===== src/rtl/core/sfnv_pkg.sv =====
package sfnv_pkg;

  // Hash and salt widths
  localparam int unsigned HashW = 32;
  localparam int unsigned SaltW = 63;
  localparam int unsigned DigW  = 16;

  // FNV-1a 32-bit constants
  localparam logic [HashW-1:0] HashBasis = 32'h811C_9DC5;
  localparam logic [HashW-1:0] HashPrime = 32'h0100_0193;

  // Salt register value after reset
  localparam logic [SaltW-1:0] SaltReset = 63'h4E41_5449_5645_5245;

  // Sequencer states
  typedef enum logic [1:0] {
    ST_IDLE,
    ST_SALT,
    ST_FOLD
  } state_e;

  // Controller to datapath commands
  typedef struct packed {
    logic take_in;    // input transaction accepted this cycle
    logic load_salt;  // copy salt register into the salt shifter
    logic salt_step;  // absorb the top salt byte and shift
    logic finish;     // fold into the output register, restore basis
  } cmd_t;

  // Datapath to controller status
  typedef struct packed {
    logic out_busy;   // output register holds a digest not taken this cycle
  } stat_t;

endpackage


===== src/rtl/core/sfnv_ctrl.sv =====
module sfnv_ctrl import sfnv_pkg::*; #(
  parameter int unsigned SALT_LEN = 8
) (
  input  logic  clk_i,
  input  logic  rst_ni,
  input  logic  in_valid_i,
  input  logic  in_last_i,
  output logic  in_ready_o,
  input  stat_t stat_i,
  output cmd_t  cmd_o
);

  localparam int unsigned CntW    = (SALT_LEN < 2) ? 1 : $clog2(SALT_LEN);
  localparam logic        HasSalt = (SALT_LEN > 0);
  localparam logic [CntW-1:0] CntLast = CntW'(SALT_LEN - 1);

  state_e          state_q, state_d;
  logic [CntW-1:0] cnt_q, cnt_d;
  logic            accept;

  assign accept = in_valid_i & in_ready_o;

  // Next state and salt byte counter
  always_comb begin
    state_d = state_q;
    cnt_d   = cnt_q;
    case (state_q)
      ST_IDLE: begin
        cnt_d = '0;
        if (accept && in_last_i) begin
          state_d = HasSalt ? ST_SALT : ST_FOLD;
        end
      end
      ST_SALT: begin
        cnt_d = cnt_q + 1'b1;
        if (cnt_q == CntLast) begin
          state_d = ST_FOLD;
        end
      end
      ST_FOLD: begin
        if (!stat_i.out_busy) begin
          state_d = ST_IDLE;
        end
      end
      default: state_d = ST_IDLE;
    endcase
  end

  // Outputs
  always_comb begin
    in_ready_o      = 1'b0;
    cmd_o           = '0;
    case (state_q)
      ST_IDLE: begin
        in_ready_o      = 1'b1;
        cmd_o.take_in   = in_valid_i;
        cmd_o.load_salt = in_valid_i & in_last_i;
      end
      ST_SALT: cmd_o.salt_step = 1'b1;
      ST_FOLD: cmd_o.finish    = ~stat_i.out_busy;
      default: cmd_o           = '0;
    endcase
  end

  always_ff @(posedge clk_i or negedge rst_ni) begin
    if (!rst_ni) begin
      state_q <= ST_IDLE;
      cnt_q   <= '0;
    end else begin
      state_q <= state_d;
      cnt_q   <= cnt_d;
    end
  end

endmodule


===== src/rtl/core/sfnv_dp.sv =====
module sfnv_dp import sfnv_pkg::*; (
  input  logic             clk_i,
  input  logic             rst_ni,
  input  logic             cfg_we_i,
  input  logic [SaltW-1:0] cfg_wdata_i,
  input  logic [7:0]       in_byte_i,
  input  logic             in_has_i,
  input  cmd_t             cmd_i,
  output stat_t            stat_o,
  output logic             out_valid_o,
  input  logic             out_ready_i,
  output logic [DigW-1:0]  out_digest_o
);

  logic [HashW-1:0] hash_q, hash_d;
  logic [SaltW-1:0] salt_cfg_q;
  logic [63:0]      salt_sh_q, salt_sh_d;
  logic [DigW-1:0]  dig_q, dig_d;
  logic             out_vld_q, out_vld_d;
  logic [7:0]       byte_sel;
  logic [HashW-1:0] mix;
  logic [HashW-1:0] prod;

  // One FNV-1a round, shared by message and salt bytes
  assign byte_sel = cmd_i.salt_step ? salt_sh_q[63:56] : in_byte_i;
  assign mix      = hash_q ^ {{(HashW-8){1'b0}}, byte_sel};
  assign prod     = mix * HashPrime;

  // Running hash
  always_comb begin
    hash_d = hash_q;
    if (cmd_i.finish) begin
      hash_d = HashBasis;
    end else if (cmd_i.salt_step || (cmd_i.take_in && in_has_i)) begin
      hash_d = prod;
    end
  end

  // Salt shifter, top byte first
  always_comb begin
    salt_sh_d = salt_sh_q;
    if (cmd_i.load_salt) begin
      salt_sh_d = {1'b0, salt_cfg_q};
    end else if (cmd_i.salt_step) begin
      salt_sh_d = {salt_sh_q[55:0], 8'h00};
    end
  end

  // Output register: fold and hold until taken
  always_comb begin
    dig_d     = dig_q;
    out_vld_d = out_vld_q & ~out_ready_i;
    if (cmd_i.finish) begin
      dig_d     = hash_q[31:16] ^ hash_q[15:0];
      out_vld_d = 1'b1;
    end
  end

  assign stat_o.out_busy = out_vld_q & ~out_ready_i;
  assign out_valid_o     = out_vld_q;
  assign out_digest_o    = dig_q;

  always_ff @(posedge clk_i or negedge rst_ni) begin
    if (!rst_ni) begin
      hash_q     <= HashBasis;
      salt_cfg_q <= SaltReset;
      out_vld_q  <= 1'b0;
    end else begin
      hash_q    <= hash_d;
      out_vld_q <= out_vld_d;
      if (cfg_we_i) begin
        salt_cfg_q <= cfg_wdata_i;
      end
    end
  end

  always_ff @(posedge clk_i) begin
    salt_sh_q <= salt_sh_d;
    dig_q     <= dig_d;
  end

endmodule


===== src/rtl/core/salted_fnv1a_fold16_hash.sv =====
// Salted FNV-1a hash folded to 16 bits. Each message byte is absorbed into a
// 32-bit FNV-1a hash in the cycle its transaction is accepted, so ordinary
// bytes stream at one per clock. The transaction marked tlast (with or
// without a byte, as tuser says) starts a tail: a salt phase that pushes
// SALT_LEN bytes of the salt register, top byte first, through the same
// single multiplier, then a fold step that folds the hash (upper half XOR
// lower half) into the output register and restores the offset basis.
// Input is refused during the tail, and the fold waits only if the previous
// digest has not been taken yet. The salt register may be written only while
// no message is in flight.
module salted_fnv1a_fold16_hash import sfnv_pkg::*; #(
  parameter int unsigned SALT_LEN = 8
) (
  input  logic             clk_i,
  input  logic             rst_ni,
  // Salt register write
  input  logic             cfg_we_i,
  input  logic [SaltW-1:0] cfg_wdata_i,
  // Message bytes
  input  logic             s_axis_tvalid,
  output logic             s_axis_tready,
  input  logic [7:0]       s_axis_tdata,   // [7:0] data_byte
  input  logic             s_axis_tuser,   // [0] has_byte
  input  logic             s_axis_tlast,   // last_byte
  // Digests
  output logic             m_axis_tvalid,
  input  logic             m_axis_tready,
  output logic [DigW-1:0]  m_axis_tdata    // [15:0] digest
);

  cmd_t  cmd;
  stat_t stat;

  sfnv_ctrl #(
    .SALT_LEN (SALT_LEN)
  ) u_ctrl (
    .clk_i      (clk_i),
    .rst_ni     (rst_ni),
    .in_valid_i (s_axis_tvalid),
    .in_last_i  (s_axis_tlast),
    .in_ready_o (s_axis_tready),
    .stat_i     (stat),
    .cmd_o      (cmd)
  );

  sfnv_dp u_dp (
    .clk_i        (clk_i),
    .rst_ni       (rst_ni),
    .cfg_we_i     (cfg_we_i),
    .cfg_wdata_i  (cfg_wdata_i),
    .in_byte_i    (s_axis_tdata),
    .in_has_i     (s_axis_tuser),
    .cmd_i        (cmd),
    .stat_o       (stat),
    .out_valid_o  (m_axis_tvalid),
    .out_ready_i  (m_axis_tready),
    .out_digest_o (m_axis_tdata)
  );

endmodule


===== config.mk =====
export PLATFORM = sky130hd
export DESIGN_NAME = salted_fnv1a_fold16_hash
export DESIGN_NICKNAME = d
export VERILOG_FILES = /design/src/rtl/core/sfnv_pkg.sv /design/src/rtl/core/sfnv_ctrl.sv /design/src/rtl/core/sfnv_dp.sv /design/src/rtl/core/salted_fnv1a_fold16_hash.sv
export SDC_FILE = /design/constraint.sdc
export NUM_CORES = 1
export LEC_CHECK = 0
export ABC_AREA = 1
export BUFFER_PORTS_ARGS = -buffer_cell sky130_fd_sc_hd__buf_2
export CORE_UTILIZATION = 56
export DETAILED_ROUTE_END_ITERATION = 8
export PLACE_DENSITY = 0.77
export SETUP_SLACK_MARGIN = 0.4
export SLEW_MARGIN = 0
export SYNTH_ARGS = -nofsm -noshare
export SYNTH_HDL_FRONTEND = slang
export SYNTH_SLANG_ARGS = --single-unit

===== constraint.sdc =====
create_clock -name clk_i -period 5.45 [get_ports clk_i]
set_input_delay 0.2725 -clock clk_i [delete_from_list [all_inputs] [get_ports clk_i]]
set_output_delay 0.2725 -clock clk_i [all_outputs]
set_load 0.02 [all_outputs]

Word-level counts from Yosys, hierarchy flattened
Index checks and enable logic that the tools add are counted.
Operators by class
  add/subtract/negate cells: 1
  multiply operators: 1
  eq/ne operators: 6
  muxes and demuxes: 15
  bitwise logic cells: 7
  reductions and logical operators: 8
Operators with widths (number)
  $mux W63: 2
  $mux W32: 2
  $mul A32 B25 Y32 const B: 1
  $xor A32 B8 Y32: 1
  $xor A16 B16 Y16: 1
  $mux W2: 4
  $mux W8: 1
  $pmux W2 S3: 1
  $pmux W3 S2: 1
  $reduce_bool A2 Y1: 3
  $mux W1: 4
  $ne A2 B1 Y1 const B: 2
  $add A3 B1 Y3 const B: 1
  $and A1 B1 Y1: 3
  $eq A3 B3 Y1 const B: 1
  $reduce_and A3 Y1: 1
  $eq A2 B1 Y1 const B: 1
  $eq A2 B2 Y1 const B: 1
  $logic_and A1 B1 Y1: 2
  $logic_not A2 Y1: 1
  $ne A2 B2 Y1 const B: 1
  $not A1 Y1: 2
  $logic_or A1 B1 Y1: 1
Word-level totals
  flip-flop bits (word level): 181
  bits of input ports: 78

Depth between registers and ports, before layout
  word-level depth: 7
  depth in mapped cells: 31
  mapped depth without buffers: 31

Cells and area by module
A second synthesis with hierarchy kept.
Unflattened totals
  cells, all modules: 1476
  area, all modules: 13571.8 µm²
By module, submodules not included
  sfnv_dp: instances 1, cells each 1442, area an instance 13259.0 µm², sequential area each 4843.4 µm²
  sfnv_ctrl: instances 1, cells each 34, area an instance 312.8 µm², sequential area each 125.1 µm²

Worst setup path before layout
Ideal clock, no wire load.
  path kind: register -> register
  from: reg u_ctrl.state_q[1]
  to: reg u_dp.hash_q[20]
  library setup time: 78 ps
  arrival time: 5041 ps
  data required time: 5372 ps
  slack: 331 ps
  stages on the path, launching flop included: 27
  clock period less this slack: 5119 ps
  path through: dfrtp_1 > inv_2 > nand2_4 > inv_2 > buf_4 > nand2_1 > nand2_1 > xor2_1 > ha_1 > ha_1 > fa_1 > ha_1 > fa_1 > ha_1 > inv_1 > fa_1 > inv_1 > ha_1 > a21oi_1 > a21boi_1 > nor2_1 > nor2_1 > nand3_1 > a21oi_1 > o21ai_1 > o21ai_0 > inv_1
On the way
  cells in the longest elaborated chain, start to end: 7
  elaborated cells between the ends (all ways): 14
  those cells by class: mul (1); eq/ne (2); mux (6); bitwise (1); reduce/logical (4)
Ends and longest elaborated chain
  start, declared: line sfnv_ctrl.sv:17  | state_e state_q, state_d;
  start signal, assigned: line sfnv_ctrl.sv:70  | state_q <= state_d;
  $eq A2 B1 Y1: line sfnv_ctrl.sv:53  | case (state_q)
  $mux W1: line sfnv_ctrl.sv:53
  $mux W8: line sfnv_dp.sv:25  | assign byte_sel = cmd_i.salt_step ? salt_sh_q[63:56] : in_byte_i;
  $xor A32 B8 Y32: line sfnv_dp.sv:26  | assign mix = hash_q ^ {{(HashW-8){1'b0}}, byte_sel};
  $mul A32 B25 Y32: line sfnv_dp.sv:27  | assign prod = mix * HashPrime;
  $mux W32: line sfnv_dp.sv:34  | end else if (cmd_i.salt_step || (cmd_i.take_in && in_has_i)) begin
  $mux W32: line sfnv_dp.sv:32  | if (cmd_i.finish) begin
  end signal, assigned: line sfnv_dp.sv:65  | hash_q <= HashBasis;
  end signal, assigned: line sfnv_dp.sv:69  | hash_q <= hash_d;
  end, declared: line sfnv_dp.sv:15  | logic [HashW-1:0] hash_q, hash_d;
Several ways; a longest one is shown, not always the timed one. The select of a mux whose other input is x is not followed.
A chain may end at the register's enable or synchronous reset.

Final worst setup path
  from: reg u_ctrl.state_q[1]
  to: reg u_dp.hash_q[27]
Same word-level chain as after synthesis.

==> reports/results.txt <==
Outcome -> completed
Antenna Nets Post-Route -> 0
Crit-path max FO -> 8
Fraction of registers with async set/reset -> 55.80%
Worst hold path class -> input port to flip-flop
Fill cell count -> 1612
GRT met3 Usage -> 5.622%
Minimum clock period -> 5173 ps
Post-Route WL -> 38.05 mm
DRC errors left -> 0
Unrepaired setup endpoints after global routing -> yes
Post-synth EDFFs -> 79
First-pass DRT Iterations -> 6
TritonCTS clock tree -> built
Placed instance area -> 14500 µm²
R2R Path Start -> u_ctrl.state_q[1]
Post-DP HPWL -> 26.07 mm
Iteration-0 DRC count of the detailed router -> 1001
Port buffer count -> 95
Fin crit share -> 94.92%
Required @ worst endpoint -> 5810 ps
FF+latch count, synth -> 181
Final setup vio count -> 0
WS Path Type -> flip-flop to flip-flop
I/O Pins -> 96
Grt peak-use layer -> met2
Starting Density -> 57.02%
Via-to-Cell Ratio -> 5.506
Total CTS buffers -> 17
Clock Root Buffer -> clkbuf_16
Tightest Pin Transition -> 1049 ps
Reg2reg end -> u_dp.hash_q[27]
CP endpoint kind -> flip-flop
Share of the synthesized area in the top cell type -> 17.72%
Final Skew -> 18.45 ps
Most used DFF post-synth -> edfxtp_1
Number of global-route vias before repair -> 10540
Max-cap check violation count -> 0
GRT Total Usage -> 30.27%
Crit path to -> u_dp.hash_q[27]
Share of cells above drive strength 1 -> 27.91%
Core area -> 23470 µm²
Fin. Hold Viols -> 0
H-Tree Depth -> 4
Worst Hold Path Cells -> 2
Mapped cell area -> 13380 µm²
Worst R2R Path Depth -> 26
Worst R2R Setup Slack -> 280 ps
Post-DR wirelength/cell -> 19.29 µm
GR Util met1 -> 41.73%
Fin. max-slew vios -> 0
Syn. warnings -> 0
Met2 Use GR -> 48.07%
Area growth syn-to-layout -> 24.74%
Slew margin rel. -> 30.04%
Final instance area -> 16690 µm²
Die height -> 156.6 µm
Sink Count -> 181
Worst-skew pair later-pin latency -> 450 ps
Cell variety after synth -> 46
Die Span X -> 156.6 µm
CP Launch Type -> flip-flop
Top cells by area, synth -> edfxtp_1 18%, ha_1 17%, dfrtp_1 12%
Avg Inst Size Synth -> 9.130 µm²
Worst EP arrival -> 5530 ps
CTS Buffer Depth -> 2
Rows -> 56
Slowest CP cell -> fa_1
Die area -> 24520 µm²
Largest net degree at the start of global routing -> 127
Clk slew on worst S/H paths -> 80 ps
WHS -> 29.68 ps
Antenna violations before repair -> 1
Syn_nets -> 1805
CP max stage delay -> 550 ps
GRT Residual Overflow -> 0
Gate Count Post-Synth -> 1466
Sequential-to-total area share from yosys stat -> 37.12%
Final nets -> 1978
Final core utilization -> 71.12%
Crit path launch -> u_ctrl.state_q[1]
Top cell type by total area after synthesis -> edfxtp_1
Highest clock rate -> 193.3 MHz
Via Count -> 10860
First-pass GRT wire length -> 55.48 mm
Gpl congestion -> 0.9436
-- logic make-up after synthesis --
family | count (synthesis) | synth area share, %
flip-flops | 181 | 37.12
AND/OR/NAND/NOR | 408 | 12.47
multiplexers | 1 | 0.07479
buffers and inverters | 345 | 9.797
AO/OA/AOI/OAI | 233 | 9.507
XOR/XNOR | 37 | 2.477
adder cells (fa/ha/maj) | 261 | 28.55
-- state kept, by name, indices dropped and copies added, names as in the netlist --
name,cells
u_dp.out_valid_o,1
u_ctrl.cnt_q,3
u_dp.salt_sh_q,64
u_dp.out_digest_o,16
u_ctrl.state_q,2
u_dp.salt_cfg_q,63
u_dp.hash_q,32
-- Yosys cell counts, types with 3 or more instances --
library cell / count
inv_1: 304
nand2_1: 282
ha_1: 187
o21ai_0: 150
edfxtp_1: 79
fa_1: 74
nor2_1: 69
dfrtp_1: 62
dfstp_2: 39
a21oi_1: 34
xor2_1: 32
nand3_1: 29
clkbuf_1: 22
buf_2: 10
inv_2: 8
o21ai_1: 8
o22ai_1: 8
o21bai_1: 7
nand4_1: 6
nor3_1: 5
a21boi_0: 4
a21oi_2: 4
a22o_1: 4
nand2_2: 4
o21ai_2: 4
xnor2_1: 4
nand3_2: 3
nor2_4: 3
-- through the flow --
stage	worst slack [ps]	std cells	setup TNS, ps
finish	276.6	1972	0
global route	139.5	1972	0
CTS	354.6	1946	0
detailed placement	-38.54	1894	-88.10
global placement	15.01	1894	0
floorplan	404.4	1466	0
-- placed cells by master, fill, tap and decap left out, drive strengths merged, types with 2 or more instances in the layout --
cell,count
clkbuf,18
dfrtp,62
a21boi,5
ha,187
a22o,4
nor3,6
xor2,33
fa,74
nand3b,2
nand2,288
o21ai,162
a31oi,2
edfxtp,79
buf,185
dfstp,39
nor2,74
inv,319
xnor2,4
a21oi,38
nand3,32
clkinv,5
nand4,6
o21bai,7
o22ai,8
-- what timing repair did --
action,CTS,global route
cloned,1,0
buffers inserted,18,25
pin swaps,38,105
hold buffers,1,0
endpoints found under the hold margin,28,0
resized for setup,106,165
setup endpoints to repair,20,21
-- worst min path at each step --
stage / slack (ps) / startpoint / to
final: 30 / m_axis_tready / u_dp.out_valid_o
after global routing: 40 / cfg_wdata_i[37] / u_dp.salt_cfg_q[37]
after CTS: 30 / m_axis_tready / u_dp.out_valid_o
after detailed placement: 330 / rst_ni / u_dp.salt_cfg_q[56]
after global placement: 320 / rst_ni / u_dp.salt_cfg_q[56]
after floorplan: -20 / rst_ni / u_ctrl.cnt_q[0]
-- metal layers --
layer  up-vias  wire, µm
met1      5270     15500
met3        96      2959
met4         0      1431
li1       5019         -
met2       472     18150
met5         -         0
-- critical path, delay by kind of cell, from the launching register on --
kind                     cells  cell delay (ps)
adder cells (fa/ha/maj)      8             2720
AND/OR/NAND/NOR              7              620
AO/OA/AOI/OAI                4              570
buffers and inverters        6              490
flip-flops                   1              390
XOR/XNOR                     1              260
-- area by class of cell --
cell class                 count  area (µm²)  area share (%)
clock inverter                14       182.7           1.094
antenna                        1       2.502         0.01499
inverter                     312        1191           7.135
clock buffer                  18       429.2           2.571
multi-input combinational    941        8299           49.71
timing repair buffer         186        1220           7.307
tap                          319       399.1           2.391
sequential                   181        4971           29.78
Power is left out: the tool's default activity adds up to more than one toggle a clock period on the data nets, which glitch-free logic cannot reach.
